==> src/pca_pkg.sv <==
// Shared types and constants of the path corner advance block.
// Depends on nothing; used by every module of the block.
`default_nettype none

package pca_pkg;

	// Fixed-point format of coordinates
	localparam int FRAC_BITS = 16;
	localparam int COORD_W   = 31;
	localparam int DIFF_W    = COORD_W + 1;
	localparam int PROD_W    = 2 * DIFF_W;
	localparam int SQ_W      = 2 * COORD_W;
	localparam int SUM_W     = SQ_W + 1;

	// Configuration register map
	localparam int CFG_IDX_W = 2;
	localparam logic [CFG_IDX_W-1:0] CFG_ACCEPT_RADIUS = 2'd0;
	localparam logic [CFG_IDX_W-1:0] CFG_HOLD_MODE     = 2'd1;

	typedef logic signed [COORD_W-1:0] coord_t;
	typedef logic signed [DIFF_W-1:0]  diff_t;
	typedef logic signed [PROD_W-1:0]  prod_t;
	typedef logic [SQ_W-1:0]           sq_t;
	typedef logic [SUM_W-1:0]          sum_t;

	// Segments with squared length below 1e-6 m^2 count as degenerate
	localparam sum_t DEGEN_LIMIT =
		sum_t'(((64'd1 << (2 * FRAC_BITS)) + 64'd999999) / 64'd1000000);

	typedef struct packed {
		logic [COORD_W-1:0] accept_radius;
		logic               hold_mode;
	} cfg_t;

	// Stage 1: differences against vehicle and previous point
	typedef struct packed {
		logic   first;
		logic   last;
		coord_t x;
		coord_t y;
		diff_t  dx;
		diff_t  dy;
		diff_t  sx;
		diff_t  sy;
		diff_t  px;
		diff_t  py;
	} s1_t;

	// Stage 2: products
	typedef struct packed {
		logic   first;
		logic   last;
		coord_t x;
		coord_t y;
		sq_t    dd_x;
		sq_t    dd_y;
		sq_t    ss_x;
		sq_t    ss_y;
		prod_t  dot_x;
		prod_t  dot_y;
		sq_t    rr;
	} s2_t;

	// Stage 3: sums of products
	typedef struct packed {
		logic   first;
		logic   last;
		coord_t x;
		coord_t y;
		sum_t   d2;
		sum_t   seg2;
		prod_t  dot;
		sq_t    rr;
	} s3_t;

endpackage

`default_nettype wire

==> src/pca_front.sv <==
// Input stage: path state tracking and coordinate differences.
// Depends on pca_pkg.
`default_nettype none

module pca_front (
	input  logic            clk,
	input  logic            arst_n,
	input  pca_pkg::cfg_t   cfg,
	input  logic            in_valid,
	output logic            in_ready,
	input  pca_pkg::coord_t point_x,
	input  pca_pkg::coord_t point_y,
	input  logic            first_point,
	input  logic            last_point,
	input  pca_pkg::coord_t vehicle_x,
	input  pca_pkg::coord_t vehicle_y,
	output logic            valid_s1,
	output pca_pkg::s1_t    item_s1,
	input  logic            ready_s2
);

	pca_pkg::coord_t prev_x_q, prev_y_q;
	pca_pkg::coord_t held_x_q, held_y_q;
	pca_pkg::s1_t    item_d;
	logic            take;

	// Drop words outright in hold mode
	assign in_ready = cfg.hold_mode | ~valid_s1 | ready_s2;
	assign take     = in_valid & in_ready & ~cfg.hold_mode;

	// Form the differences used by the distance and projection tests
	always_comb begin
		item_d.first = first_point;
		item_d.last  = last_point;
		item_d.x     = point_x;
		item_d.y     = point_y;
		item_d.dx    = pca_pkg::diff_t'(held_x_q) - pca_pkg::diff_t'(point_x);
		item_d.dy    = pca_pkg::diff_t'(held_y_q) - pca_pkg::diff_t'(point_y);
		item_d.sx    = pca_pkg::diff_t'(point_x) - pca_pkg::diff_t'(prev_x_q);
		item_d.sy    = pca_pkg::diff_t'(point_y) - pca_pkg::diff_t'(prev_y_q);
		item_d.px    = pca_pkg::diff_t'(held_x_q) - pca_pkg::diff_t'(prev_x_q);
		item_d.py    = pca_pkg::diff_t'(held_y_q) - pca_pkg::diff_t'(prev_y_q);
	end

	// Track previous point and latched vehicle position
	always_ff @(posedge clk or negedge arst_n) begin
		if (!arst_n) begin
			prev_x_q <= '0;
			prev_y_q <= '0;
			held_x_q <= '0;
			held_y_q <= '0;
		end else if (take) begin
			prev_x_q <= point_x;
			prev_y_q <= point_y;
			if (first_point) begin
				held_x_q <= vehicle_x;
				held_y_q <= vehicle_y;
			end
		end
	end

	// Stage valid
	always_ff @(posedge clk or negedge arst_n) begin
		if (!arst_n) begin
			valid_s1 <= 1'b0;
		end else if (take) begin
			valid_s1 <= 1'b1;
		end else if (ready_s2) begin
			valid_s1 <= 1'b0;
		end
	end

	// Stage payload
	always_ff @(posedge clk) begin
		if (take) begin
			item_s1 <= item_d;
		end
	end

endmodule

`default_nettype wire

==> config.mk <==
export PLATFORM = sky130hd
export DESIGN_NAME = pca_front
export DESIGN_NICKNAME = d
export VERILOG_FILES = /design/src/pca_pkg.sv /design/src/pca_front.sv
export SDC_FILE = /design/constraint.sdc
export NUM_CORES = 1
export LEC_CHECK = 0
export BUFFER_PORTS_ARGS = -buffer_cell sky130_fd_sc_hd__buf_2
export CAP_MARGIN = 20
export CORE_MARGIN = 5
export CORE_UTILIZATION = 25
export DETAILED_ROUTE_END_ITERATION = 10
export HOLD_SLACK_MARGIN = 0.15
export SYNTH_ARGS = -nofsm -noshare
export SYNTH_HDL_FRONTEND = slang
export SYNTH_SLANG_ARGS = --single-unit
==> constraint.sdc <==
create_clock -name clk -period 8.99 [get_ports clk]
set_input_delay 1.3485 -clock clk [delete_from_list [all_inputs] [get_ports clk]]
set_output_delay 1.3485 -clock clk [all_outputs]
set_load 0.005 [all_outputs]
---- Word level (Yosys, flattened, before mapping) ----
Cells that the tools add are included.
storage, ports and cells
  flip-flop bits (word level) ............. 381
  input port bits ......................... 162
  output and inout bits ................... 258
  word-level logic and storage cells ...... 31
operators by class
  $add $sub $neg .......................... 6
  multiplexer cells ....................... 2
  bitwise gates (word level) .............. 6
  reductions and logical operators ........ 2
operators with widths
  operator                                        number
  31-bit by 31-bit subtractor with 32-bit output  6
  1-bit AND                                       2
  1-bit two-way mux                               2
  1-bit inverter                                  2
  1-bit OR                                        2
  2-bit AND reduction                             1
  2-bit nonzero test                              1

---- Longest topological paths before layout ----
  depth in word-level cells ............... 6
  gate-level depth with buffers ........... 11

---- Least setup slack after synthesis ----
No wires, ideal clock.
  path kind ............................... input port to flip-flop
  start point ............................. input port cfg[0] in the netlist's numbering
  end point ............................... register prev_y_q[1]
  data arrival time ....................... 9446 ps
  path slack .............................. -932 ps
  stages on the path ...................... 5
  path buffers ............................ 2
  cells stage by stage .................... nand2b_1 > a21oi_1 > clkbuf_1 > clkbuf_1 > o21ai_0
between the ends
  cells in the longest elaborated chain, start to end .. 4
  elaborated cells on any way between the ends .. 5
  classes of those cells .................. 5 x bitwise
ends and longest elaborated chain
  element                line             RTL
  start, declared        pca_front.sv:8   input pca_pkg::cfg_t cfg,
  1-bit OR (2 in a row)  pca_front.sv:28  assign in_ready = cfg.hold_mode | ~valid_s1 | ready_s2;
  1-bit AND              pca_front.sv:29  assign take = in_valid & in_ready & ~cfg.hold_mode;
  1-bit AND *            pca_front.sv:29
  named net take         pca_front.sv:25  logic take;
  end signal, assigned   pca_front.sv:54  prev_y_q <= point_y;
  end, declared          pca_front.sv:22  pca_pkg::coord_t prev_x_q, prev_y_q;
The timed path passes the listed nets; every way through them passes the cells marked *.
A chain may end at the register's enable or synchronous reset.

==> flow_summary.yaml <==
route:
  vias: 17230
  viasPerCell: 4.66
  dr.pass1.iters: 5
  route.detailed.drc: 0
  routedWlPerCell_um: 18.4
  wl_um: 68100
  ant_nets: 0
  drtIter0Drc: 868
setup_path:
  crit_arrival_ps: 4280
  crit-reg2reg-launch: "prev_y_q[0]"
  timing.rr.end: "item_s1[94]"
  crit_path_end_kind: "flip-flop"
  crit_fanout: 4
  start_kind: "input port"
  worstSetupPathType: "input port to flip-flop"
  ff2ff_path_depth: 10
  worst-r2r-setup-slack_ps: 5580
  critPathRequiredTime_ps: 9320
outcome:
  status: "complete, no violations"
min_path:
  hold_start: "held_y_q[0]"
  hold_path_depth: 1
  hp-class: "flip-flop to flip-flop"
  holdPathEnd: "held_y_q[0]"
global_routing:
  track_usage: 0.137
  grt_start_max_net_pins: 183
  antenna_found_initial: 1
  grt_pass1_vias: 16976
  overflow: 0
  grt_first_pass_wirelength_um: 101000
clock_tree:
  cts_tree: "done"
  post-cts-setup-buffer-count: 0
  ctsHtreeMaxLevel: 2
  clkSinkCount: 381
  cts_root_buf: "clkbuf_16"
  cts_resized: 0
  worst_skew_pair.late_latency_ps: 600
  cts_max_path_buffers: 3
  path_clk_slew_ps: 60
  numCtsBuffers: 47
  cts_hold_buffers: 0
pwr:
  power_density_nw_per_um2: 263
  p_leak_nw: 11.6
  vdd_ir_drop_max_uv: 139
  total_power_mw: 7.15
synth:
  synth_edf_count: 256
  synth-simple-area-share: 0.105
  netlist_instances: 2106
  yosys_warnings: 0
  ys_ff_latch: 381
  yosys.area.top_type: "edfxtp_1"
  synth_compound_area_frac: 0.168
  synthesis.nets: 2460
  synth_common_cells: "256 x edfxtp_1, 186 x ha_1, 186 x inv_1, 163 x nand2_1, 157 x a21oi_1"
  synthArstFlopShare: 0.328
  syn-cell-area_sq_um: 22400
  syn_area_per_cell_sq_um: 10.6
  synth_xor_xnor_area_share: 0.0598
  synth_area_leaders: "edfxtp_1 34%, dfrtp_1 14%, ha_1 10%, xnor2_1 4.1%, a21oi_1 3.5%"
  synth_mux_area_frac: 0.0335
  synthAdderAreaFrac: 0.109
  yosysSeqAreaShare: 0.483
  synthDistinctLibCells: 87
  synth_flop_cell: "edfxtp_1"
  synth_most_common_cell: "edfxtp_1"
  synth_top_family_by_area: "compound AO/OA/AOI/OAI gates"
  synth_top_area_share: 0.343
floorplan:
  fp-row-count: 109
  start_util: 0.253
  io_pins: 420
  die_area_sq_um: 95700
  core-area_sq_um: 88600
  die_h_um: 309
  fp.dieW_um: 309
placed_design:
  post_dp_cell_area_sq_um: 25700
  place.gp.congestion: 0.843
  hpwl_um: 53400
  io_buffers: 388
cells_and_area:
  syn_to_final_growth_pct: 21.6
  fin_area_sq_um: 27200
  register_area_sq_um: 10800
  fillers: 9183
  nNetsFinal: 2846
  multi_input_area_sq_um: 10700
  post-route-util: 0.307
  diodes: 0
  drive_above_1_share: 0.224
sta:
  hold_viol_final: 0
  worst_slew_pin_slew_ps: 1160
  finalSetupTns_ps: 0
  finalSetupViolations: 0
  post-route-min-period_ps: 3940
  period_share: 0.439
  maxSlewViolCount: 0
  max_freq_mhz: 254
  fin_worst_skew_ps: 21.1
  grt_setup_unrepaired: "no"
  maxSlewHeadroom: 0.224
run:
  maxCapViolCount: 0
==> kinds of logic (layout without fill, tap and decap cells) <==
kind of cell,after synthesis,after routing
adders and majority gates,192,192
and+or+nand+nor,491,491
xor gates and xnor gates,153,153
buffers and inverters,242,667
AOI/OAI and AO/OA,580,580
muxes,67,67
DFF,381,381
==> where the power goes <==
part | internal (mW) | switching (mW)
sequential | 2.30 | 0.127
clock | 1.14 | 0.816
combinational | 1.11 | 1.65
==> cell usage in the layout (no fill, tap or decap), types with 47 or more instances in the layout <==
cell / netlist / layout
clkbuf_16: 0 / 47
buf_2: 5 / 387
o21ai_0: 145 / 145
a21o_1: 64 / 64
dfrtp_1: 125 / 125
xor2_1: 49 / 49
nand2_1: 163 / 162
xnor2_1: 104 / 104
nor2_1: 111 / 111
mux2_2: 64 / 64
inv_1: 186 / 186
a21oi_1: 157 / 156
ha_1: 186 / 186
edfxtp_1: 256 / 256
==> per-layer routing <==
metal,routed length (um),part of all wire,global-route usage,vias up
met5,14,0.00021,0,-
met4,1690,0.025,0.0367,2
met3,4590,0.067,0.0337,80
met2,32800,0.48,0.239,446
met1,29000,0.43,0.170,8236
li1,-,-,-,8466
==> metrics by stage <==
| stage | instances | setup WS (ps) | hold slack (ps) |
|---|---|---|---|
| 2_1_floorplan | 2106 | 3060 | 479 |
| 3_3_place_gp | 3608 | 4450 | 489 |
| 3_5_place_dp | 3608 | 4440 | 496 |
| 4_1_cts | 3696 | 5080 | 510 |
| 5_1_grt | 3696 | 4900 | 546 |
| 6_report | 3696 | 5050 | 511 |
==> how the worst max path moves through the flow <==
| stage | startpoint | to | slack (ps) | depth (start not counted) |
|---|---|---|---|---|
| floorplan | cfg[0] | item_s1[0] | 3060 | 4 |
| global route | point_x[0] | item_s1[120] | 4900 | 12 |
| finish | point_y[0] | item_s1[94] | 5050 | 12 |
| detailed placement | point_y[0] | item_s1[94] | 4440 | 12 |
| global placement | point_y[0] | item_s1[94] | 4450 | 12 |
| CTS | point_y[0] | item_s1[94] | 5080 | 12 |
==> layout make-up <==
cell class,count,area share
multi-input cells,1483,0.392
flip-flops and latches,381,0.397
clock buffers,57,0.0453
inverters,186,0.0256
repair buffers,393,0.0738
clock inverters,31,0.0127
well taps,1165,0.0535
==> worst max-delay path, cell delays in order <==
cell	delay, ps
buf_2	120
inv_1	50
ha_1	220
fa_1	420
nor2b_1	180
o31a_1	220
o22a_1	290
a31oi_1	250
nor4_1	570
o21ba_2	290
nor2_1	60
a211o_1	260
==> flip-flops by register name, indices dropped and copies added, names as in the netlist <==
register  flops
held_x_q     31
held_y_q     31
item_s1     256
prev_x_q     31
prev_y_q     31
valid_s1      1
(Power assumes the default switching activity.)
