==> config.mk <==
export PLATFORM = sky130hd
export DESIGN_NAME = pca_sum
export DESIGN_NICKNAME = d
export VERILOG_FILES = /design/src/pca_pkg.sv /design/src/pca_sum.sv
export SDC_FILE = /design/constraint.sdc
export NUM_CORES = 1
export LEC_CHECK = 0
export ABC_AREA = 1
export BUFFER_PORTS_ARGS = -buffer_cell sky130_fd_sc_hd__buf_2
export CORE_AREA = 4 4 317 319
export DETAILED_ROUTE_END_ITERATION = 10
export DIE_AREA = 0 0 321 323
export HOLD_SLACK_MARGIN = 0.12
export PLACE_DENSITY_LB_ADDON = 0.2
export SLEW_MARGIN = 20
export SYNTH_ARGS = -nofsm -noshare
export SYNTH_HDL_FRONTEND = slang
export SYNTH_SLANG_ARGS = --single-unit
export TNS_END_PERCENT = 20
==> constraint.sdc <==
create_clock -name clk -period 21.4 [get_ports clk]
set_input_delay 2.14 -clock clk [delete_from_list [all_inputs] [get_ports clk]]
set_output_delay 2.14 -clock clk [all_outputs]
set_load 0.01 [all_outputs]
==> src/pca_pkg.sv <==
// Shared types and constants of the path corner advance block.
// Depends on nothing; used by every module of the block.
`default_nettype none

package pca_pkg;

	// Fixed-point format of coordinates
	localparam int FRAC_BITS = 16;
	localparam int COORD_W   = 31;
	localparam int DIFF_W    = COORD_W + 1;
	localparam int PROD_W    = 2 * DIFF_W;
	localparam int SQ_W      = 2 * COORD_W;
	localparam int SUM_W     = SQ_W + 1;

	// Configuration register map
	localparam int CFG_IDX_W = 2;
	localparam logic [CFG_IDX_W-1:0] CFG_ACCEPT_RADIUS = 2'd0;
	localparam logic [CFG_IDX_W-1:0] CFG_HOLD_MODE     = 2'd1;

	typedef logic signed [COORD_W-1:0] coord_t;
	typedef logic signed [DIFF_W-1:0]  diff_t;
	typedef logic signed [PROD_W-1:0]  prod_t;
	typedef logic [SQ_W-1:0]           sq_t;
	typedef logic [SUM_W-1:0]          sum_t;

	// Segments with squared length below 1e-6 m^2 count as degenerate
	localparam sum_t DEGEN_LIMIT =
		sum_t'(((64'd1 << (2 * FRAC_BITS)) + 64'd999999) / 64'd1000000);

	typedef struct packed {
		logic [COORD_W-1:0] accept_radius;
		logic               hold_mode;
	} cfg_t;

	// Stage 1: differences against vehicle and previous point
	typedef struct packed {
		logic   first;
		logic   last;
		coord_t x;
		coord_t y;
		diff_t  dx;
		diff_t  dy;
		diff_t  sx;
		diff_t  sy;
		diff_t  px;
		diff_t  py;
	} s1_t;

	// Stage 2: products
	typedef struct packed {
		logic   first;
		logic   last;
		coord_t x;
		coord_t y;
		sq_t    dd_x;
		sq_t    dd_y;
		sq_t    ss_x;
		sq_t    ss_y;
		prod_t  dot_x;
		prod_t  dot_y;
		sq_t    rr;
	} s2_t;

	// Stage 3: sums of products
	typedef struct packed {
		logic   first;
		logic   last;
		coord_t x;
		coord_t y;
		sum_t   d2;
		sum_t   seg2;
		prod_t  dot;
		sq_t    rr;
	} s3_t;

endpackage

`default_nettype wire

==> src/pca_sum.sv <==
// Sum stage: squared distance, squared segment length and dot product.
// Depends on pca_pkg.
`default_nettype none

module pca_sum (
	input  logic         clk,
	input  logic         arst_n,
	input  logic         valid_s2,
	input  pca_pkg::s2_t item_s2,
	output logic         ready_s3,
	output logic         valid_s3,
	output pca_pkg::s3_t item_s3,
	input  logic         ready_s4
);

	pca_pkg::s3_t item_d;
	logic         load;

	assign ready_s3 = ~valid_s3 | ready_s4;
	assign load     = valid_s2 & ready_s3;

	// Add product pairs; squares are nonnegative, the dot product is signed
	always_comb begin
		item_d.first = item_s2.first;
		item_d.last  = item_s2.last;
		item_d.x     = item_s2.x;
		item_d.y     = item_s2.y;
		item_d.d2    = {1'b0, item_s2.dd_x} + {1'b0, item_s2.dd_y};
		item_d.seg2  = {1'b0, item_s2.ss_x} + {1'b0, item_s2.ss_y};
		item_d.dot   = item_s2.dot_x + item_s2.dot_y;
		item_d.rr    = item_s2.rr;
	end

	// Stage valid
	always_ff @(posedge clk or negedge arst_n) begin
		if (!arst_n) begin
			valid_s3 <= 1'b0;
		end else if (load) begin
			valid_s3 <= 1'b1;
		end else if (ready_s4) begin
			valid_s3 <= 1'b0;
		end
	end

	// Stage payload
	always_ff @(posedge clk) begin
		if (load) begin
			item_s3 <= item_d;
		end
	end

endmodule

`default_nettype wire

==> Word-level counts from Yosys, hierarchy flattened <==
Cells that the tools add are included.
W data, S select, Z words.
{ "totals": {"register_bits": 317, "latchBits": 0, "ramBits": 0, "rom_bits": 0, "output_inout_bits": 318, "wordCells": 18, "memories": 0} }
{ "classes": {"add_sub_neg": 3, "n_mul": 0, "n_div": 0, "n_lt_le_gt_ge": 0, "n_eq_ne": 0, "shifts": 0, "n_mux": 2, "n_bitwise": 3, "reduce_logical": 1} }
{ "ops": {"columns": ["cell", "n"], "rows": [
  ["$add A62 B62 Y63", 2],
  ["$add A64 B64 Y64", 1],
  ["$mux W1", 2],
  ["$reduce_bool A2 Y1", 1],
  ["$and A1 B1 Y1", 1],
  ["$not A1 Y1", 1],
  ["$or A1 B1 Y1", 1]
]} }

==> Logic depth before layout (Yosys ltp) <==
Gate-level depths: netlist of run 1.
{ "logic_depth": {"word_depth": 4, "mapped_depth": 14} }

==> Least setup slack after synthesis of run 1 <==
No wires, ideal clock.
{ "synth_timing": {"kind": "input-to-reg", "startpoint": "in valid_s2", "endpoint": "reg item_s3[0] in the netlist's numbering, enable pin", "arrival_time_ns": 17.323, "required_time_ns": 20.301, "path_slack_ns": 2.978, "cell_stages": 2, "path_cell_list": "inv_1 a21oi_1"} }
{ "synth_via": {"elab_chain_len": 1} }
{ "synth_lines": {"columns": ["item", "line", "source"], "rows": [
  ["start: declaration", "pca_sum.sv:8", "input logic valid_s2,"],
  ["$and A1 B1 Y1", "pca_sum.sv:20", "assign load = valid_s2 & ready_s3;"],
  ["net load", "pca_sum.sv:17", "logic load;"],
  ["end signal: assignment", "pca_sum.sv:48", "item_s3 <= item_d;"],
  ["end: declaration", "pca_sum.sv:12", "output pca_pkg::s3_t item_s3,"]
]} }
The timed path passes the listed nets, and every way through them passes these cells.
A chain may end at the register's enable or synchronous reset.

==> Final worst setup path of run 1 <==
{ "layout_timing": {"startpoint": "in ready_s4", "endpoint": "out ready_s3"} }
{ "layout_via": {"elab_chain_len": 1} }
{ "layout_lines": {"columns": ["item", "line", "source"], "rows": [
  ["start: declaration", "pca_sum.sv:13", "input logic ready_s4"],
  ["$or A1 B1 Y1", "pca_sum.sv:19", "assign ready_s3 = ~valid_s3 | ready_s4;"],
  ["end: declaration", "pca_sum.sv:10", "output logic ready_s3,"]
]} }
No other way between the ends.

==> results of run 1 <==
==> cell type report <==
cell class,count,area [um2],share of cell area
clock buffers,50,1120,0.0330
clock inverters,24,253,0.00743
inverters,903,3390,0.0996
multi-input cells,2825,14000,0.410
well taps,1287,1610,0.0473
repair buffers,827,4160,0.122
diodes,6,15.0,0.000441
flip-flops and latches,317,9510,0.280
==> cell usage in the layout, fill, tap and decap left out, drive strengths merged, types with 2 or more instances in the layout <==
cell       n
a21o       2
a21oi    128
and2       2
buf      827
bufinv     4
clkbuf    50
clkinv    17
diode      6
edfxtp   316
fa         3
ha       187
inv      905
nand2   1773
nand3    177
nand3b     2
nand4     45
nor2     335
nor3      46
nor4       4
o21ai      7
o21bai    19
xor2      93
==> final timing paths <==
path,depth (start not counted),to
max,4,ready_s3
min,2,valid_s3
max reg2reg,4,item_s3[167]
min reg2reg,2,valid_s3
max in group asynchronous,1,valid_s3
min in group asynchronous,1,valid_s3
==> state kept, by name, summed over array words and instances, names as in the netlist <==
name,cells
valid_s3,1
item_s3,316
==> through the flow <==
step / hold slack [ns] / util
2_1_floorplan: 0.609 / -
3_3_place_gp: 0.585 / 0.334
3_5_place_dp: 0.579 / 0.334
4_1_cts: 0.593 / 0.348
5_1_grt: 0.630 / 0.348
6_report: 0.586 / 0.348
==> routing by layer <==
layer	routed length (um)	vias up	global-route usage
li1	-	14094	-
met1	46600	12252	0.253
met2	50800	924	0.339
met3	7920	183	0.0430
met4	4420	4	0.0808
met5	21	-	0
==> cells by family (layout without fill, tap and decap cells) <==
| group | Yosys count | in the layout | synth area share |
|---|---|---|---|
| AND/OR/NAND/NOR | 2385 | 2385 | 0.368 |
| adder cells (fa/ha/maj) | 190 | 190 | 0.0893 |
| other | 0 | 6 | 0 |
| AO/OA/AOI/OAI | 156 | 156 | 0.0310 |
| flip-flops | 317 | 317 | 0.354 |
| buffers and inverters | 905 | 1804 | 0.126 |
| XOR/XNOR | 94 | 94 | 0.0306 |
==> report_power, final <==
part	switching (mW)	internal, mW
clock	0.303	0.425
sequential	0.0174	0.762
combinational	0.441	0.220
==> worst max-delay path, stage by stage <==
cell and delay (ns):
buf_2 0.09, inv_1 0.09, nand2_1 0.07, buf_2 0.14
==> impl_metrics.py, run 1 <==
metrics = {
    "drt": {
        "vias": 27457,
        "final_antenna_net_count": 0,
        "post-route-drc-count": 0,
        "drtPass1Iterations": 5,
        "wl_per_cell_um": 17.6,
        "post_drt_via_cell_ratio": 4.40,
        "totalWireLength_um": 110000,
        "drt_iter0_drc": 1840,
    },
    "floorplanning": {
        "dieHeight_um": 323,
        "io_pins": 824,
        "dieArea_mm2": 0.104,
        "initial_core_util": 0.275,
        "die_w_um": 321,
        "placementRows": 115,
        "core_area_mm2": 0.0978,
    },
    "synthesis": {
        "yosysTopAreaCellShare": 0.353,
        "synthFlopType": "edfxtp_1",
        "yosysMostFrequentCell": "nand2_1",
        "synth_seq_cells": 317,
        "synth_area_leaders": "edfxtp_1 (35%), nand2_1 (24%), inv_1 (12%)",
        "ys_async_sr_fraction": 0.00315,
        "ys_types": 30,
        "ys_seq_area_frac": 0.354,
        "synthCells": 4047,
        "syn_avg_cell_area_um2": 6.64,
        "synth_area_mm2": 0.0269,
        "synth_top_cell_by_area": "edfxtp_1",
        "synth_edf_count": 316,
        "yosysWarnings": 0,
        "synthTopCellsByCount": "nand2_1 (1720), inv_1 (894), edfxtp_1 (316), nor2_1 (291), ha_1 (187)",
        "synth_nets": 4743,
    },
    "grt": {
        "grt_overflow": 0,
        "grt_pass1_vias": 26366,
        "grt_antenna_before_repair": 14,
        "grt_pass1_wl_um": 158000,
        "grt_max_degree": 142,
        "grt_usage": 0.202,
    },
    "sta": {
        "maxSlewViolCount": 0,
        "worst_slack_ns": 16.72,
        "tightest_slew_ns": 0.997,
        "rsz0062_at_grt": "no",
        "tns_ns": 0,
        "timing_hold_violations_final": 0,
        "finalSetupViolCount": 0,
        "max_freq_mhz": 214,
        "slew_headroom": 0.335,
        "timing.final.crit_share": 0.219,
        "period_needed_ns": 4.68,
        "skew_ns": 0.0126,
    },
    "cts": {
        "root_buffer": "clkbuf_16",
        "clockBufferDepth": 3,
        "numCtsBuffers": 44,
        "htree_levels": 2,
        "path_clk_slew_ns": 0.05,
        "clk_latency_ns": 0.60,
        "ctsHoldBuffers": 0,
        "post-cts-setup-buffer-count": 0,
        "clock_sinks": 317,
        "post_cts_resized": 0,
        "cts_tree": "built",
    },
    "power_and_ir_drop": {
        "p_total_mw": 2.17,
        "ir_drop_mv": 0.0491,
        "leakage_nw": 19.4,
        "powerDensity_mw_per_mm2": 63.7,
    },
    "cells_and_area": {
        "nets": 5614,
        "nFillCells": 10883,
        "synthToLayoutAreaGrowth_pct": 26.7,
        "fin_area_mm2": 0.0340,
        "drive_above_1_share": 0.210,
        "final_cells": 6239,
    },
    "placed_design": {
        "port_buffers": 823,
        "place.gp.congestion": 0.922,
        "place_area_mm2": 0.0326,
        "dpl.cell_count": 6159,
        "post-dp-hpwl_um": 94400,
        "pre_cts_slack_ns": 16.26,
    },
    "worst_setup_path": {
        "critPathLaunch": "ready_s4",
        "worstSetupPathType": "primary input to output pin",
        "r2r_slack_ns": 18.14,
        "crit-reg2reg-launch": "valid_s3",
        "crit_required_ns": 19.26,
        "start_kind": "primary input",
        "crit_arrival_ns": 2.54,
        "critPathMaxFanout": 2,
        "end_kind": "output pin",
    },
    "flow_run": {
        "drv_cap": 0,
    },
    "worst_hold_path": {
        "hp-start": "valid_s3",
        "hp-class": "register to register",
    },
    "run_status": {
        "status": "complete, no violations",
    },
}
Note: power is estimated with default switching activity, not from simulation.
==> run 2: changes to the inputs <==
--- a/config.mk
+++ b/config.mk
@@ -7,9 +7,9 @@
 export LEC_CHECK = 0
 export ABC_AREA = 1
 export BUFFER_PORTS_ARGS = -buffer_cell sky130_fd_sc_hd__buf_2
-export CORE_AREA = 4 4 317 319
+export CORE_AREA = 4 4 314 316
 export DETAILED_ROUTE_END_ITERATION = 10
-export DIE_AREA = 0 0 321 323
+export DIE_AREA = 0 0 318 320
 export HOLD_SLACK_MARGIN = 0.12
 export PLACE_DENSITY_LB_ADDON = 0.2
 export SLEW_MARGIN = 20
==> constraint.sdc (replaced) <==
create_clock -name clk -period 3.93 [get_ports clk]
set_input_delay 0.393 -clock clk [delete_from_list [all_inputs] [get_ports clk]]
set_output_delay 0.393 -clock clk [all_outputs]
set_load 0.01 [all_outputs]
==> run 2 against run 1 <==
Non-clock buffer count up 148. Via count up 1.9%. Clock power rose to 5.9 times the previous value. Flip-flop and latch count unchanged. Global-route usage up 1.1 points. Wire length up 2.4%. Power rose to 5.7 times the previous value. Critical path type is now primary input to register. Critical endpoint is now item_s3[237]. Largest power group is now the clock network.
==> impl_metrics.py, run 2 (synthesis results as in run 1) <==
metrics = {
    "cells_and_area": {
        "layout_common_cells": "nand2_1 (1720), inv_1 (893), buf_2 (823), edfxtp_1 (316), nor2_1 (291)",
        "final_common_cell": "nand2_1",
        "nFillCells": 10403,
        "drive_above_1_share": 0.207,
        "synthToLayoutAreaGrowth_pct": 32.9,
        "top_register": "item_s3",
        "largest_register_ffs": 316,
        "nets": 5762,
        "fin_area_mm2": 0.0357,
        "utilization": 0.372,
        "final_cells": 6382,
        "ff_latch_area_mm2": 0.00951,
        "reg.largest.list": "item_s3 x316, valid_s3 x1",
        "multi_input_area_mm2": 0.0140,
    },
    "cts": {
        "numCtsBuffers": 44,
        "htree_levels": 2,
        "post-cts-setup-buffer-count": 0,
        "path_clk_slew_ns": 0.06,
        "cts_tree": "built",
        "clk_latency_ns": 0.60,
        "clockBufferDepth": 3,
        "clock_sinks": 317,
        "root_buffer": "clkbuf_16",
    },
    "sta": {
        "tightest_slew_ns": 0.637,
        "period_needed_ns": 2.67,
        "rsz0062_at_grt": "no",
        "tns_ns": 0,
        "worst_slack_ns": 1.26,
        "slew_headroom": 0.575,
        "finalSetupViolCount": 0,
        "maxSlewViolCount": 0,
        "max_freq_mhz": 375,
        "skew_ns": 0.0102,
        "timing_hold_violations_final": 0,
        "holdWs_ns": 0.186,
        "timing.final.crit_share": 0.678,
    },
    "worst_setup_path": {
        "critPathMaxFanout": 4,
        "crit_required_ns": 4.26,
        "cp_cell_sequence": "dlygate4sd3_1 -> buf_2 -> ha_1 -> fa_1 -> nand3_1 -> nand3_2 -> nand2_1 -> nand2_2 -> nand3_1 -> nand2_1 -> nand2_1 -> nand3_1 -> nand2_1 -> nand2_1",
        "reg2reg_to": "item_s3[114]",
        "crit_family": "simple AND/OR/NAND/NOR gates",
        "r2r_slack_ns": 1.99,
        "r2r_cells": 2,
        "end_kind": "register",
        "path_buf_inv": 2,
        "start_kind": "primary input",
        "crit-reg2reg-launch": "valid_s3",
        "crit_top_cell": "nand2_1",
        "slowest_stage": "dlygate4sd3_1",
        "slowest_delay_ns": 0.53,
        "crit_arrival_ns": 3.00,
        "worstSetupPathType": "primary input to register",
    },
    "worst_hold_path": {
        "holdPathStages": 2,
        "hp-start": "item_s2[191]",
        "min_to": "item_s3[127]",
        "hp-class": "primary input to register",
    },
    "power_and_ir_drop": {
        "ir_drop_mv": 0.320,
        "p_total_mw": 12.3,
        "pwr-share-clk": 0.349,
        "power_frac_comb": 0.304,
        "switching_share": 0.345,
        "internal_power_mw": 8.05,
        "powerDensity_mw_per_mm2": 344,
        "leakage_nw": 20.1,
        "p_seq_frac": 0.347,
        "power.switching_mw": 4.24,
    },
    "drt": {
        "post_drt_via_cell_ratio": 4.38,
        "post-route-drc-count": 0,
        "drt_iter0_drc": 1817,
        "final_antenna_net_count": 0,
        "drtPass1Iterations": 5,
        "wl_per_cell_um": 17.6,
        "vias": 27974,
        "totalWireLength_um": 112000,
    },
    "placed_design": {
        "port_buffers": 823,
        "place_area_mm2": 0.0328,
        "pre_cts_slack_ns": 1.21,
        "post-dp-hpwl_um": 96300,
        "place.gp.congestion": 0.929,
        "dpl.cell_count": 6155,
    },
    "floorplanning": {
        "placementRows": 114,
        "dieHeight_um": 320,
        "core_area_mm2": 0.0960,
        "io_pins": 824,
        "dieArea_mm2": 0.102,
        "die_w_um": 318,
        "initial_core_util": 0.280,
    },
    "grt": {
        "grt_pass1_vias": 27732,
        "grt_max_degree": 83,
        "grt_overflow": 0,
        "grt_antenna_before_repair": 13,
        "met2_usage": 0.367,
        "busiest_layer": "met2",
        "grt_use_met1": 0.261,
        "met3_usage": 0.0424,
        "grt_pass1_wl_um": 165000,
        "grt_usage": 0.213,
    },
    "flow_run": {
        "drv_cap": 0,
    },
    "run_status": {
        "status": "complete, no violations",
    },
}
==> run 2: metal layers <==
metal,vias up,wire length [um]
li1,14397,-
met1,12436,46900
met2,942,53000
met3,195,7410
met4,4,4970
met5,-,19
==> run 2: timing repair <==
action / CTS / global route
hold buffers: 141 / 0
hold endpoints to repair: 134 / 0
resized for setup: 0 / 0
==> run 2: how the worst max path moves through the flow <==
stage                 start           end  slack, ns  cells after the start
6_report       item_s2[314]  item_s3[237]       1.26                     14
5_1_grt        item_s2[314]  item_s3[237]       1.16                     14
4_1_cts        item_s2[314]  item_s3[237]       1.32                     14
3_5_place_dp   item_s2[314]  item_s3[237]       1.21                     13
3_3_place_gp   item_s2[314]  item_s3[237]       1.14                     13
2_1_floorplan      ready_s4    item_s3[0]      -2.27                      2
==> run 2: final cells by class <==
cell class                 count  area share
antenna                        5    0.000350
timing repair buffer         975       0.159
clock buffer                  57      0.0340
inverter                     903      0.0951
sequential                   317       0.266
multi-input combinational   2825       0.391
tap                         1276      0.0447
clock inverter                24     0.00887
==> run 2: power groups by stage <==
stage	combinational, mW	clock, mW	sequential (mW)
floorplan	1.96	0	4.48
global placement	3.62	0	4.33
detailed placement	3.62	0	4.32
CTS	3.76	4.46	4.26
global route	4.15	4.56	4.28
finish	3.73	4.29	4.26
==> run 3: changes to the inputs <==
==> constraint.sdc (replaced) <==
create_clock -name clk -period 2.4 [get_ports clk]
set_input_delay 0.24 -clock clk [delete_from_list [all_inputs] [get_ports clk]]
set_output_delay 0.24 -clock clk [all_outputs]
set_load 0.01 [all_outputs]
==> run 3 against run 2 <==
Power up 66%. Wire length up 0.18%. Cell count up 0.75%. Critical path type unchanged. Highest routed layer unchanged.
==> impl_metrics.py, run 3 (synthesis results as in run 1) <==
metrics = {
    "sta": {
        "worst_slack_ns": 0.148,
        "timing.final.crit_share": 0.938,
        "skew_ns": 0.0259,
        "finalSetupViolCount": 0,
        "rsz0062_at_grt": "yes",
        "maxSlewViolCount": 0,
        "slew_headroom": 0.649,
        "timing_hold_violations_final": 0,
        "period_needed_ns": 2.25,
        "max_freq_mhz": 444,
        "tightest_slew_ns": 0.527,
    },
    "grt": {
        "grt_overflow": 0,
        "grt_antenna_before_repair": 13,
        "grt_max_degree": 55,
        "grt_pass1_wl_um": 166000,
        "grt_usage": 0.213,
        "grt_pass1_vias": 28191,
    },
    "cts": {
        "clk_latency_ns": 0.61,
        "clockBufferDepth": 3,
        "cts_tree": "built",
        "clock_sinks": 317,
        "numCtsBuffers": 44,
        "path_clk_slew_ns": 0.05,
        "htree_levels": 2,
        "root_buffer": "clkbuf_16",
    },
    "drt": {
        "vias": 28301,
        "post_drt_via_cell_ratio": 4.40,
        "wl_per_cell_um": 17.5,
        "final_antenna_net_count": 0,
        "post-route-drc-count": 0,
        "totalWireLength_um": 113000,
        "drt_iter0_drc": 1987,
        "drtPass1Iterations": 7,
    },
    "power_and_ir_drop": {
        "internal_power_mw": 13.4,
        "ir_drop_mv": 0.423,
        "power_frac_comb": 0.304,
        "power.switching_mw": 7.02,
        "p_seq_frac": 0.342,
        "pwr-share-clk": 0.354,
        "powerDensity_mw_per_mm2": 565,
        "switching_share": 0.344,
        "leakage_nw": 20.3,
    },
    "cells_and_area": {
        "nets": 5810,
        "final_cells": 6430,
        "layout_common_cells": "nand2_1 (1720), inv_1 (894), buf_2 (823), edfxtp_1 (316), nor2_1 (291)",
        "drive_above_1_share": 0.213,
        "top_register": "item_s3",
        "final_common_cell": "nand2_1",
        "synthToLayoutAreaGrowth_pct": 34.5,
        "largest_register_ffs": 316,
        "reg.largest.list": "item_s3 x316, valid_s3 x1",
    },
    "worst_hold_path": {
        "hp-class": "primary input to register",
        "hp-start": "item_s2[320]",
        "holdPathStages": 3,
        "min_to": "item_s3[195]",
    },
    "flow_run": {
        "drv_cap": 0,
    },
    "floorplanning": {
        "initial_core_util": 0.280,
        "core_area_mm2": 0.0960,
        "dieArea_mm2": 0.102,
        "die_w_um": 318,
        "placementRows": 114,
        "dieHeight_um": 320,
        "io_pins": 824,
    },
    "placed_design": {
        "place.gp.congestion": 0.958,
        "dpl.cell_count": 6193,
        "post-dp-hpwl_um": 95900,
        "port_buffers": 823,
        "pre_cts_slack_ns": -0.00720,
    },
    "run_status": {
        "status": "complete, no violations",
    },
    "worst_setup_path": {
        "worstSetupPathType": "primary input to register",
        "r2r_slack_ns": 0.71,
        "start_kind": "primary input",
        "reg2reg_to": "item_s3[82]",
        "crit_arrival_ns": 2.59,
        "critPathMaxFanout": 4,
        "r2r_cells": 3,
        "end_kind": "register",
        "crit-reg2reg-launch": "valid_s3",
        "crit_required_ns": 2.74,
    },
}
==> run 3: repair_timing <==
action                                  in CTS  in global routing
hold endpoints to repair                   140                  0
endpoints found under the setup margin       0                  4
hold buffers                               151                  0
setup buffers                                0                  0
gates resized for setup                      0                  2
==> run 3: layout make-up <==
cell class | count | area (um2)
fillers | 10371 | 59900
flip-flops and latches | 317 | 9520
clock buffers | 49 | 1130
well taps | 1276 | 1600
clock inverters | 31 | 422
repair buffers | 1023 | 6090
inverters | 903 | 3390
diodes | 6 | 15.0
multi-input cells | 2825 | 14000
==> run 3: power groups by stage <==
| stage | Combinational [mW] | Clock, mW | Sequential [mW] |
|---|---|---|---|
| after floorplan | 3.21 | 0 | 7.33 |
| after global placement | 5.97 | 0 | 7.09 |
| after detailed placement | 5.97 | 0 | 7.08 |
| after CTS | 6.21 | 7.49 | 6.98 |
| after global routing | 6.87 | 7.68 | 7.01 |
| final | 6.20 | 7.23 | 6.98 |
==> run 3: how the worst max path moves through the flow <==
stage | startpoint | endpoint | slack, ns | depth (start not counted)
finish | item_s2[252] | item_s3[188] | 0.15 | 14
global route | item_s2[126] | item_s3[124] | -0.002 | 16
CTS | item_s2[126] | item_s3[124] | 0.19 | 16
detailed placement | item_s2[370] | item_s3[246] | -0.007 | 11
global placement | item_s2[370] | item_s3[246] | -0.06 | 11
floorplan | valid_s3 | item_s3[0] | -3.66 | 1
==> run 3: metrics by stage <==
step           hold slack (ns)  utilization  setup TNS (ns)  power, mW  area (um2)
2_1_floorplan          -0.0556            -        -1158.01       10.5       26900
3_3_place_gp            0.0173        0.344         -0.0647       13.1       33000
3_5_place_dp            0.0177        0.344        -0.00720       13.1       33000
4_1_cts                  0.123        0.376               0       20.7       36100
5_1_grt                  0.154        0.376        -0.00224       21.6       36100
6_report                 0.171        0.376               0       20.4       36100
==> run 3: critical path: stages <==
cell           delay, ns
dlygate4sd3_1       0.54
buf_2               0.12
ha_1                0.24
fa_2                0.36
nand3_1             0.10
nand3_2             0.13
nand2_1             0.08
nand2_1             0.11
nand2_1             0.10
nand2_2             0.10
nand3_1             0.19
nand3_1             0.14
nand2_1             0.08
nand2_1             0.05
==> run 3: routing by layer <==
| metal | global-route usage | routed length [um] |
|---|---|---|
| met1 | 0.266 | 48000 |
| met2 | 0.369 | 52900 |
| met3 | 0.0425 | 7560 |
| met4 | 0.0720 | 4020 |
| met5 | 0 | 12 |
