**src/pca_pkg.sv**
```systemverilog
// Shared types and constants of the path corner advance block.
// Depends on nothing; used by every module of the block.
`default_nettype none

package pca_pkg;

	// Fixed-point format of coordinates
	localparam int FRAC_BITS = 16;
	localparam int COORD_W   = 31;
	localparam int DIFF_W    = COORD_W + 1;
	localparam int PROD_W    = 2 * DIFF_W;
	localparam int SQ_W      = 2 * COORD_W;
	localparam int SUM_W     = SQ_W + 1;

	// Configuration register map
	localparam int CFG_IDX_W = 2;
	localparam logic [CFG_IDX_W-1:0] CFG_ACCEPT_RADIUS = 2'd0;
	localparam logic [CFG_IDX_W-1:0] CFG_HOLD_MODE     = 2'd1;

	typedef logic signed [COORD_W-1:0] coord_t;
	typedef logic signed [DIFF_W-1:0]  diff_t;
	typedef logic signed [PROD_W-1:0]  prod_t;
	typedef logic [SQ_W-1:0]           sq_t;
	typedef logic [SUM_W-1:0]          sum_t;

	// Segments with squared length below 1e-6 m^2 count as degenerate
	localparam sum_t DEGEN_LIMIT =
		sum_t'(((64'd1 << (2 * FRAC_BITS)) + 64'd999999) / 64'd1000000);

	typedef struct packed {
		logic [COORD_W-1:0] accept_radius;
		logic               hold_mode;
	} cfg_t;

	// Stage 1: differences against vehicle and previous point
	typedef struct packed {
		logic   first;
		logic   last;
		coord_t x;
		coord_t y;
		diff_t  dx;
		diff_t  dy;
		diff_t  sx;
		diff_t  sy;
		diff_t  px;
		diff_t  py;
	} s1_t;

	// Stage 2: products
	typedef struct packed {
		logic   first;
		logic   last;
		coord_t x;
		coord_t y;
		sq_t    dd_x;
		sq_t    dd_y;
		sq_t    ss_x;
		sq_t    ss_y;
		prod_t  dot_x;
		prod_t  dot_y;
		sq_t    rr;
	} s2_t;

	// Stage 3: sums of products
	typedef struct packed {
		logic   first;
		logic   last;
		coord_t x;
		coord_t y;
		sum_t   d2;
		sum_t   seg2;
		prod_t  dot;
		sq_t    rr;
	} s3_t;

endpackage

`default_nettype wire

```
**src/pca_decide.sv**
```systemverilog
// Decision stage: corner pass tests, target selection and result register.
// Depends on pca_pkg.
`default_nettype none

module pca_decide (
	input  logic            clk,
	input  logic            arst_n,
	input  logic            valid_s3,
	input  pca_pkg::s3_t    item_s3,
	output logic            ready_s4,
	output logic            out_valid,
	input  logic            out_ready,
	output pca_pkg::coord_t target_x,
	output pca_pkg::coord_t target_y,
	output logic            target_valid
);

	pca_pkg::coord_t chosen_x_q, chosen_y_q;
	pca_pkg::coord_t target_x_q, target_y_q;
	logic            target_valid_q;
	logic            advancing_q;
	logic            out_valid_q;
	logic            consume;
	logic            emit;
	logic            in_radius;
	logic            seg_ok;
	logic            beyond;
	logic            done;

	// Only a word that emits has to wait for the result register
	assign ready_s4 = ~valid_s3 | ~item_s3.last | ~out_valid_q | out_ready;
	assign consume  = valid_s3 & ready_s4;
	assign emit     = consume & item_s3.last;

	// Corner pass tests: inside radius, or projected at or past the corner of a non-degenerate segment
	assign in_radius = item_s3.d2 < pca_pkg::sum_t'(item_s3.rr);
	assign seg_ok    = item_s3.seg2 >= pca_pkg::DEGEN_LIMIT;
	assign beyond    = ~item_s3.dot[pca_pkg::PROD_W-1] &
		(item_s3.dot[pca_pkg::SUM_W-1:0] >= item_s3.seg2);
	assign done      = in_radius | (seg_ok & beyond);

	// Advance through corners until one fails
	always_ff @(posedge clk or negedge arst_n) begin
		if (!arst_n) begin
			advancing_q <= 1'b1;
			chosen_x_q  <= '0;
			chosen_y_q  <= '0;
		end else if (consume) begin
			if (item_s3.first) begin
				advancing_q <= 1'b1;
			end else if (advancing_q) begin
				chosen_x_q <= item_s3.x;
				chosen_y_q <= item_s3.y;
				if (!item_s3.last && !done) begin
					advancing_q <= 1'b0;
				end
			end
		end
	end

	// Result word valid
	always_ff @(posedge clk or negedge arst_n) begin
		if (!arst_n) begin
			out_valid_q <= 1'b0;
		end else if (emit) begin
			out_valid_q <= 1'b1;
		end else if (out_ready) begin
			out_valid_q <= 1'b0;
		end
	end

	// Result word payload; a single-point path gives a zero target
	always_ff @(posedge clk) begin
		if (emit) begin
			if (item_s3.first) begin
				target_x_q     <= '0;
				target_y_q     <= '0;
				target_valid_q <= 1'b0;
			end else if (advancing_q) begin
				target_x_q     <= item_s3.x;
				target_y_q     <= item_s3.y;
				target_valid_q <= 1'b1;
			end else begin
				target_x_q     <= chosen_x_q;
				target_y_q     <= chosen_y_q;
				target_valid_q <= 1'b1;
			end
		end
	end

	assign out_valid    = out_valid_q;
	assign target_x     = target_x_q;
	assign target_y     = target_y_q;
	assign target_valid = target_valid_q;

endmodule

`default_nettype wire

```
**config.mk**
```make
export PLATFORM = sky130hd
export DESIGN_NAME = pca_decide
export DESIGN_NICKNAME = d
export VERILOG_FILES = /design/src/pca_pkg.sv /design/src/pca_decide.sv
export SDC_FILE = /design/constraint.sdc
export NUM_CORES = 1
export LEC_CHECK = 0
export BUFFER_PORTS_ARGS = -buffer_cell sky130_fd_sc_hd__buf_2
export CORE_ASPECT_RATIO = 0.75
export CORE_MARGIN = 5
export CORE_UTILIZATION = 35
export DETAILED_ROUTE_END_ITERATION = 7
export GPL_TIMING_DRIVEN = 1
export PLACE_DENSITY_LB_ADDON = 0.05
export SLEW_MARGIN = 5
export SYNTH_ARGS = -nofsm -noshare
export SYNTH_HDL_FRONTEND = slang
export SYNTH_SLANG_ARGS = --single-unit
```
**constraint.sdc**
```tcl
create_clock -name clk -period 11.4 [get_ports clk]
set_input_delay 0.57 -clock clk [delete_from_list [all_inputs] [get_ports clk]]
set_output_delay 0.57 -clock clk [all_outputs]
set_load 0.02 [all_outputs]
```
# Word-level counts from Yosys, hierarchy flattened
# Cells that the tools add are included.
# op_classes
order_cmp	3
mux	8
n_bitwise	13
n_reduce_logical	5
# op_table
op	n
$ge A63 B13 Y1 const B	1
$ge A63 B63 Y1	1
$lt A63 B62 Y1	1
$mux W31	2
$mux W1	6
$not A1 Y1	5
$and A1 B1 Y1	4
$or A1 B1 Y1	4
$logic_not A1 Y1	2
$reduce_and A2 Y1	1
$reduce_bool A2 Y1	1
$logic_and A1 B1 Y1	1
# word_totals
ff_bits	127
inputBits	320
output_inout_bits	65
wordCells	36

# Logic depth before layout (Yosys ltp)
# Gate-level depths: netlist of the first run.
# logic_depth
depth_word	9
ltp_mapped	10
depth_no_buf	10

# Worst setup path before layout of the first run
# Ideal clock, no wire load.
# synth_timing
path_type	in2reg
startpoint	input out_ready
endpoint	register target_valid_q (netlist: target_valid), enable pin
setup_time_ns	0.484
t_arrival_ns	3.264
required_time_ns	10.916
setup_slack_ns	7.652
cell_stages	2
n_path_buf	0
cell_sequence	nor2b_1 -> nor2_1
# synth_between
elab_chain_len	3
# synth_lines
item	line_no	rtl
start: declaration	pca_decide.sv:12	input logic out_ready,
$or A1 B1 Y1	pca_decide.sv:31	assign ready_s4 = ~valid_s3 | ~item_s3.last | ~out_valid_q | out_ready;
$and A1 B1 Y1	pca_decide.sv:32	assign consume = valid_s3 & ready_s4;
$and A1 B1 Y1	pca_decide.sv:33	assign emit = consume & item_s3.last;
net emit	pca_decide.sv:24	logic emit;
end signal: assignment	pca_decide.sv:78	target_valid_q <= 1'b0;
end signal: assignment	pca_decide.sv:82	target_valid_q <= 1'b1;
end signal: assignment	pca_decide.sv:86	target_valid_q <= 1'b1;
end: declaration	pca_decide.sv:20	logic target_valid_q;
# The timed path passes the listed nets, and every way through them passes these cells.
# A chain may end at the register's enable or synchronous reset.

# Worst setup path after layout of the first run
# layout_timing
startpoint	register advancing_q
endpoint	register chosen_y_q[10]
# layout_between
elab_chain_len	1
# layout_lines
item	line_no	rtl
start: declaration	pca_decide.sv:21	logic advancing_q;
start signal: assignment	pca_decide.sv:45	advancing_q <= 1'b1;
start signal: assignment	pca_decide.sv:50	advancing_q <= 1'b1;
start signal: assignment	pca_decide.sv:55	advancing_q <= 1'b0;
$mux W31	-	
end signal: assignment	pca_decide.sv:53	chosen_y_q <= item_s3.y;
end: declaration	pca_decide.sv:18	pca_pkg::coord_t chosen_x_q, chosen_y_q;
# Every way passes these cells.

==> impl_metrics.py, run 1 <==
metrics = {
    "global_routing": {
        "grt-ovfl-total": 0,
        "grt_max_degree": 66,
        "antenna_found_initial": 8,
        "grt_first_pass_wirelength_um": 39900,
        "grt.total_usage_pct": 18.8,
        "grt_pass1_vias": 7534,
    },
    "clock_tree": {
        "clk_pin_slew_ns": 0.06,
        "ctsRootBufferMaster": "clkbuf_16",
        "cts_buffer_depth": 2,
        "htreeDepth": 4,
        "cts_made_buffers": 17,
        "cts.sinks": 127,
        "cts_resized": 0,
        "post-cts-setup-buffers": 0,
        "clk_latency_ns": 0.41,
        "hold_buffers": 0,
        "cts_tree": "yes",
    },
    "final_layout": {
        "area_growth_pct": 33.9,
        "layout-drive-gt1-share_pct": 40.7,
        "postLayoutCellArea_mm2": 0.0113,
        "finalNetCount": 1638,
    },
    "synth": {
        "ys_types": 44,
        "syn_area_mm2": 0.00847,
        "yosysWarnings": 0,
        "syn-num-nets": 1253,
        "synth_top_cell_area_share_pct": 22.3,
        "synth-seq-cells": 127,
        "synth_top_area_cell": "edfxtp_1",
        "yosysSeqAreaShare_pct": 41.3,
        "ys_top_cells_by_area": "edfxtp_1 22%, dfrtp_1 19%, ha_1 18%, mux2_2 8.2%, mux2i_1 7.3%",
        "netlist_instances": 809,
        "synth_area_per_cell_um2": 10.5,
    },
    "drt": {
        "drc": 0,
        "wirelength_um": 26000,
        "routed_via_density": 4.76,
        "dr_total_vias": 7228,
        "drtIter0Drc": 251,
        "firstDrtPassIters": 4,
        "drtAntennaViolNets": 0,
        "wl_per_cell_um": 17.2,
    },
    "setup_path": {
        "r2r_cells": 3,
        "crit_path_start_kind": "flip-flop",
        "worstPathMaxFanout": 64,
        "crit_chain": "and4_2 -> buf_4 -> mux2_2",
        "worstPathArrival_ns": 3.52,
        "r2r_slack_ns": 8.16,
        "max_stage_delay_ns": 1.28,
        "critPathCaptureType": "flip-flop",
        "worstSetupPathType": "flip-flop to flip-flop",
        "cpMaxStageDelayCell": "dfstp_4",
        "required_ns": 11.69,
        "worst_r2r_startpoint": "advancing_q",
        "r2r_end": "chosen_y_q[10]",
    },
    "min_path": {
        "hold_class": "input pin to asynchronous set/reset pin",
    },
    "sta": {
        "hold_violations": 0,
        "setup_slack_ns": 8.16,
        "hold_ws_ns": 0.265,
        "fmaxAchievable_ghz": 0.309,
        "worstMarginPinSlew_ns": 1.03,
        "finalCritPeriodShare_pct": 28.4,
        "worst_clock_skew_ns": 0.0101,
        "setup_viol": 0,
        "slew_viol_final": 0,
        "relSlewSlack_pct": 31.5,
        "final.setup.tns_ns": 0,
        "period_minus_slack_ns": 3.24,
        "grt_setup_unrepaired": "no",
    },
    "flow_run": {
        "cap_violations": 0,
    },
    "placed_design": {
        "numPortBuffers": 384,
        "place_ws_ns": 8.08,
        "hpwl_um": 21300,
        "place_area_mm2": 0.0107,
        "gp_congestion": 0.821,
    },
    "run_status": {
        "status": "finished clean",
    },
    "floorplan": {
        "die_x_um": 190,
        "rows": 49,
        "core_area_mm2": 0.0239,
        "die-height_um": 145,
        "ioPinCount": 385,
        "dieArea_mm2": 0.0274,
        "start_util_pct": 35.4,
    },
    "power": {
        "p_per_area_mw_per_mm2": 134,
        "power_w": 0.00152,
        "ir_drop_mv": 0.113,
        "p_leak_nw": 6.05,
    },
}
-- cells by family after synthesis --
logic type,count (synthesis),share of synthesized area (%)
simple gates,187,10.7
buf+inv,146,6.67
flops,127,41.3
mux,124,15.6
fa+ha+maj,124,18.3
compound gates,101,7.40
-- worst max-delay path by stage --
stage	start	endpoint	slack, ns
6_report	advancing_q	chosen_y_q[10]	8.16
5_1_grt	advancing_q	chosen_y_q[14]	7.96
4_1_cts	advancing_q	chosen_y_q[28]	8.07
3_5_place_dp	advancing_q	chosen_y_q[13]	8.08
3_3_place_gp	advancing_q	chosen_y_q[22]	8.09
2_1_floorplan	out_ready	target_valid	7.65
-- final cells by class --
class                   instances  area (um2)
diodes                          5        12.5
fillers                      2374       12600
inverters                     125         469
clock inverters                12         161
well taps                     306         383
clock buffers                  20         447
repair buffers                387        1950
multi-input cells             536        4420
flip-flops and latches        127        3500
-- power by group --
part | switching, W | total [W] | internal (W)
sequential | 0.0000524 | 0.000621 | 0.000569
combinational | 0.000156 | 0.000338 | 0.000182
clock | 0.000207 | 0.000559 | 0.000351
total | 0.000415 | 0.00152 | 0.00110
-- cell usage in the layout (no fill, tap or decap), types with 2 or more instances in the layout --
master	netlist	final
a211oi_1	5	5
clkinv_4	0	4
nor2b_1	6	6
a221oi_1	2	2
clkinvlp_4	0	3
o21ai_0	17	17
inv_1	125	125
dfrtp_1	63	63
nand3_1	14	14
buf_2	13	383
nand4_1	25	25
clkbuf_16	0	17
nand2_1	30	30
bufinv_16	0	3
nor4_1	18	18
ha_1	124	124
buf_4	0	4
nor3_1	3	3
a31oi_1	3	3
o31ai_1	2	2
nor2_4	1	2
clkbuf_1	8	2
edfxtp_1	63	63
diode_2	0	5
a21oi_1	44	44
a21o_1	16	16
mux2_2	62	62
mux2i_1	62	62
nor2_1	82	81
and4_2	1	2
-- flip-flops by register name (all words and copies together), names as in the netlist --
signal / flops
advancing_q: 1
chosen_x_q: 31
chosen_y_q: 31
out_valid: 1
target_valid: 1
target_x: 31
target_y: 31
-- routing by layer --
layer  up-vias  wire [um]  part of all wire [%]  global-route usage (%)
li1       3662          -                     -                       -
met1      3317      11600                    45                    24.3
met2       216      12200                    47                    31.2
met3        25       1960                   7.5                    6.09
met4         8        235                  0.90                    4.00
met5         -         53                  0.20                       0
-- stage by stage --
stage / utilization, % / instances
3_3_place_gp: 44.8 / 1481
2_1_floorplan: - / 809
3_5_place_dp: 44.8 / 1481
5_1_grt: 47.4 / 1517
6_report: 47.4 / 1518
4_1_cts: 47.3 / 1513
-- cell usage after synthesis --
cell,count
buf_2,13
nor2_1,82
dfstp_2,1
a221oi_1,2
a21oi_1,44
clkbuf_1,8
nor4_1,18
nor2b_1,6
o31ai_1,2
o21ai_0,17
a41oi_1,1
or4b_4,1
o21a_1,1
a21oi_2,1
a221o_1,1
nand3_1,14
nand4_1,25
mux2_2,62
and4_1,1
nor4b_1,1
a31oi_1,3
a211oi_1,5
a21o_1,16
a2111oi_2,1
nand3b_1,1
nor4b_2,1
dfrtp_1,63
inv_1,125
o2111ai_1,1
a211o_1,1
ha_1,124
nand2_1,30
o21bai_1,1
edfxtp_1,63
o32a_2,1
a2111oi_0,1
o211a_1,1
nor2_4,1
o211ai_1,1
nor3_1,3
nand3_2,1
and4_2,1
nor4_2,1
mux2i_1,62
-- critical path: cells and delay by family (launching register included) --
family | cells | cell delay [ns]
muxes | 1 | 0.39
and+or+nand+nor | 1 | 0.84
DFF | 1 | 1.28
buffers and inverters | 1 | 0.56
(Power assumes the default switching activity.)
==> run 2, diff against run 1 <==
- clock period: 11.4 -> 2.6 ns (I/O delays scaled with it)
==> impl_metrics.py, run 2 (synthesis results as in run 1) <==
metrics = {
    "run_status": {
        "status": "finished clean",
    },
    "min_path": {
        "whs_endpoint": "chosen_y_q[9]",
        "hold_class": "input pin to flip-flop",
        "hold_depth": 2,
        "worstHoldStart": "item_s3[261]",
    },
    "setup_path": {
        "critPathTopFamily": "simple AND/OR/NAND/NOR gates",
        "worstPathArrival_ns": 2.27,
        "r2r_end": "chosen_y_q[16]",
        "worst_r2r_startpoint": "out_valid",
        "cpMaxStageDelayCell": "nor4_2",
        "max_stage_delay_ns": 0.40,
        "crit_path_start_kind": "input pin",
        "r2r_cells": 5,
        "required_ns": 2.95,
        "path_depth": 11,
        "worstSetupPathType": "input pin to flip-flop",
        "worstPathMaxFanout": 3,
        "critPathCaptureType": "flip-flop",
        "crit_chain": "buf_2 -> inv_1 -> ha_1 -> nand4_1 -> nor4_2 -> a221o_1 -> a211oi_1 -> nor4_1 -> nor3_1 -> o32a_2 -> a21oi_2",
        "r2r_slack_ns": 0.79,
        "cp.buffers_inverters": 2,
    },
    "placed_design": {
        "hpwl_um": 21300,
        "dpl.cell_count": 1485,
        "numPortBuffers": 384,
        "place_ws_ns": 0.302,
        "gp_congestion": 0.866,
    },
    "power": {
        "ir_drop_mv": 0.454,
        "p_int_w": 0.00496,
        "swShare_pct": 26.5,
        "power_switching_w": 0.00179,
        "p_comb_share_pct": 24.7,
        "p_per_area_mw_per_mm2": 559,
        "pwr-share-clk_pct": 36.3,
        "p_seq_share_pct": 38.9,
        "p_leak_nw": 6.36,
    },
    "sta": {
        "grt_setup_unrepaired": "no",
        "period_minus_slack_ns": 1.92,
        "slew_viol_final": 0,
        "fmaxAchievable_ghz": 0.520,
        "worstMarginPinSlew_ns": 0.893,
        "setup_viol": 0,
        "relSlewSlack_pct": 40.4,
        "final.setup.tns_ns": 0,
        "hold_ws_ns": 0.0208,
        "worst_clock_skew_ns": 0.0125,
        "hold_violations": 0,
        "finalCritPeriodShare_pct": 74.0,
        "setup_slack_ns": 0.677,
    },
    "drt": {
        "wirelength_um": 26600,
        "drc": 0,
        "drtIter0Drc": 266,
        "dr_total_vias": 7457,
        "routed_via_density": 4.69,
        "firstDrtPassIters": 4,
        "drtAntennaViolNets": 0,
        "wl_per_cell_um": 16.7,
    },
    "final_layout": {
        "layout_commonest_cell": "buf_2",
        "finalNetCount": 1707,
        "layout-drive-gt1-share_pct": 38.7,
        "most-common-layout-cells": "384 x buf_2, 125 x inv_1, 124 x ha_1, 81 x nor2_1, 65 x dlygate4sd3_1",
        "area_growth_pct": 42.6,
        "finalNonFillerCells": 1591,
        "num-fill-cells": 2318,
        "final_util_pct": 50.5,
    },
    "clock_tree": {
        "cts_buffer_depth": 2,
        "ctsRootBufferMaster": "clkbuf_16",
        "cts_made_buffers": 17,
        "cts_tree": "yes",
        "post-cts-setup-buffers": 0,
        "htreeDepth": 4,
        "clk_latency_ns": 0.41,
        "clk_pin_slew_ns": 0.06,
        "cts.sinks": 127,
    },
    "global_routing": {
        "grt-ovfl-total": 0,
        "grt_max_degree": 65,
        "grt.total_usage_pct": 18.9,
        "grt_pass1_vias": 7730,
        "grt_first_pass_wirelength_um": 40300,
        "antenna_found_initial": 9,
    },
    "floorplan": {
        "start_util_pct": 35.4,
        "ioPinCount": 385,
        "rows": 49,
        "core_area_mm2": 0.0239,
        "die-height_um": 145,
        "die_x_um": 190,
        "dieArea_mm2": 0.0274,
    },
    "flow_run": {
        "cap_violations": 0,
    },
}
run 2: cell count changes in the layout (fill, tap and decap cells not counted), sizes merged:
cell / delta
dlygate4sd3: +65
buf: +4
diode: +4
bufinv: +1
clkinv: +1
clkinvlp: -1
inv: -1
run 2: stage by stage:
step | power (W) | cell area [um2]
floorplan | 0.00368 | 8470
global placement | 0.00425 | 10800
detailed placement | 0.00428 | 10800
CTS | 0.00685 | 12000
global route | 0.00716 | 12100
finish | 0.00675 | 12100
run 2: what timing repair did:
item,in CTS,in global routing
hold endpoints to repair,126,0
setup endpoints to repair,0,0
gates resized for setup,0,0
hold buffers,65,0
run 2: worst max-delay path by stage:
stage | start | to
2_1_floorplan | out_valid | chosen_x_q[0]
4_1_cts | item_s3[171] | advancing_q
6_report | item_s3[171] | advancing_q
5_1_grt | item_s3[171] | advancing_q
3_5_place_dp | item_s3[171] | advancing_q
3_3_place_gp | item_s3[171] | advancing_q
run 2: power by group through the flow:
| stage | registers [W] | logic (W) | clock network, W |
|---|---|---|---|
| 6_report | 0.00263 | 0.00167 | 0.00245 |
| 5_1_grt | 0.00267 | 0.00188 | 0.00262 |
| 4_1_cts | 0.00263 | 0.00169 | 0.00253 |
| 3_5_place_dp | 0.00267 | 0.00161 | 0 |
| 3_3_place_gp | 0.00266 | 0.00159 | 0 |
| 2_1_floorplan | 0.00272 | 0.000962 | 0 |
run 2: worst register-to-register path: stages (launching register included):
cell and delay [ns]:
dfrtp_1 0.37, nor2b_1 0.17, nand3_1 0.13, and4_2 0.26, buf_12 0.33, mux2_2 0.43
run 2: layout make-up:
class,count,area [um2],area share [%]
Antenna cell,9,22.5,0.187
Clock buffer,20,437,3.62
Clock inverter,12,169,1.40
Inverter,125,469,3.89
Multi-Input combinational cell,536,4420,36.6
Sequential cell,127,3500,29.0
Tap cell,306,383,3.17
Timing Repair Buffer,456,2680,22.2
run 2: routing by layer:
layer  up-vias  GRT usage [%]  share of wire (%)
li1       3805              -                  -
met1      3398           23.6                 44
met2       221           31.6                 47
met3        33           5.61                7.1
met4         0           6.28                1.9
met5         -              0                  0
==> run 3, diff against run 2 <==
- clock period: 2.6 -> 1.9 ns (I/O delays scaled with it)
==> impl_metrics.py, run 3 (synthesis results as in run 1) <==
metrics = {
    "clock_tree": {
        "cts_made_buffers": 17,
        "cts_buffer_depth": 2,
        "clk_pin_slew_ns": 0.06,
        "htreeDepth": 4,
        "ctsRootBufferMaster": "clkbuf_16",
        "cts_tree": "yes",
        "cts.sinks": 127,
        "post-cts-setup-buffers": 0,
        "clk_latency_ns": 0.41,
    },
    "sta": {
        "setup_viol": 0,
        "finalCritPeriodShare_pct": 92.7,
        "hold_violations": 0,
        "setup_slack_ns": 0.139,
        "fmaxAchievable_ghz": 0.568,
        "period_minus_slack_ns": 1.76,
        "worst_clock_skew_ns": 0.00998,
        "relSlewSlack_pct": 48.5,
        "slew_viol_final": 0,
        "worstMarginPinSlew_ns": 0.772,
        "grt_setup_unrepaired": "no",
    },
    "setup_path": {
        "required_ns": 2.19,
        "worst_r2r_startpoint": "out_valid",
        "worstPathMaxFanout": 41,
        "worstPathArrival_ns": 2.05,
        "critPathCaptureType": "flip-flop",
        "r2r_end": "chosen_y_q[21]",
        "worstSetupPathType": "flip-flop to flip-flop",
        "crit_path_start_kind": "flip-flop",
        "r2r_slack_ns": 0.14,
        "r2r_cells": 5,
    },
    "global_routing": {
        "grt-ovfl-total": 0,
        "grt.total_usage_pct": 18.7,
        "antenna_found_initial": 2,
        "grt_max_degree": 65,
        "grt_pass1_vias": 7775,
        "grt_first_pass_wirelength_um": 40500,
    },
    "placed_design": {
        "gp_congestion": 0.841,
        "place_ws_ns": -0.345,
        "place_area_mm2": 0.0109,
        "numPortBuffers": 384,
        "hpwl_um": 21100,
    },
    "final_layout": {
        "final_util_pct": 50.9,
        "most-common-layout-cells": "384 x buf_2, 125 x inv_1, 124 x ha_1, 81 x nor2_1, 66 x dlygate4sd3_1",
        "num-fill-cells": 2288,
        "postLayoutCellArea_mm2": 0.0122,
        "layout_commonest_cell": "buf_2",
        "area_growth_pct": 43.8,
        "finalNetCount": 1724,
        "layout-drive-gt1-share_pct": 39.8,
    },
    "min_path": {
        "hold_class": "input pin to flip-flop",
        "hold_depth": 3,
        "worstHoldStart": "valid_s3",
        "whs_endpoint": "advancing_q",
    },
    "power": {
        "ir_drop_mv": 0.510,
        "p_leak_nw": 6.44,
        "p_per_area_mw_per_mm2": 741,
    },
    "drt": {
        "routed_via_density": 4.69,
        "drtAntennaViolNets": 0,
        "drtIter0Drc": 272,
        "wl_per_cell_um": 16.4,
        "dr_total_vias": 7507,
        "firstDrtPassIters": 4,
        "drc": 0,
        "wirelength_um": 26200,
    },
    "floorplan": {
        "core_area_mm2": 0.0239,
        "die-height_um": 145,
        "rows": 49,
        "ioPinCount": 385,
        "die_x_um": 190,
        "start_util_pct": 35.4,
        "dieArea_mm2": 0.0274,
    },
    "flow_run": {
        "cap_violations": 0,
    },
    "run_status": {
        "status": "finished clean",
    },
}
[run 3: worst max-delay path by stage]
stage | slack [ns] | start | to
after floorplan | -0.04 | out_valid | target_valid
after global placement | -0.28 | item_s3[171] | advancing_q
after detailed placement | -0.35 | item_s3[172] | advancing_q
after CTS | 0.08 | item_s3[172] | advancing_q
after global routing | 0.04 | item_s3[21] | advancing_q
final | 0.14 | out_valid | chosen_y_q[21]
[run 3: area by class of cell]
cell class,count,area (um2),share of cell area (%)
antenna,1,2.50,0.0206
clock buffer,19,453,3.72
clock inverter,13,115,0.946
inverter,125,469,3.85
multi-input combinational,536,4430,36.4
sequential,127,3500,28.8
tap,306,383,3.15
timing repair buffer,473,2820,23.1
[run 3: power breakdown]
group,internal (W),total (W),switching [W]
combinational,0.00123,0.00232,0.00109
clock,0.00187,0.00309,0.00122
sequential,0.00341,0.00360,0.000193
[run 3: per-layer routing]
| layer | global-route usage (%) | vias to the layer above | wire, um |
|---|---|---|---|
| li1 | - | 3827 | - |
| met4 | 4.07 | 2 | 354 |
| met2 | 31.9 | 217 | 12300 |
| met3 | 6.09 | 21 | 1910 |
| met1 | 23.6 | 3440 | 11600 |
| met5 | 0 | - | 13 |
[run 3: worst max-delay path, stage by stage, from the launching register on]
cell	delay [ns]
dfrtp_2	0.40
nor2b_4	0.14
nand3_1	0.13
and4_2	0.32
buf_12	0.26
mux2_2	0.38
[run 3: stage by stage]
step           power (W)  hold WS [ns]  setup TNS, ns  std cells
2_1_floorplan    0.00503        -0.201          -2.61        809
3_3_place_gp     0.00585         0.152         -0.278       1501
3_5_place_dp     0.00589         0.144         -0.345       1501
4_1_cts          0.00914        0.0116              0       1599
5_1_grt          0.00957        0.0590              0       1600
6_report         0.00901        0.0292              0       1600
[run 3: what timing repair did]
action,in CTS,in global routing
endpoints found under the hold margin,133,0
endpoints found under the setup margin,0,1
resized for setup,0,1
hold buffers,66,0
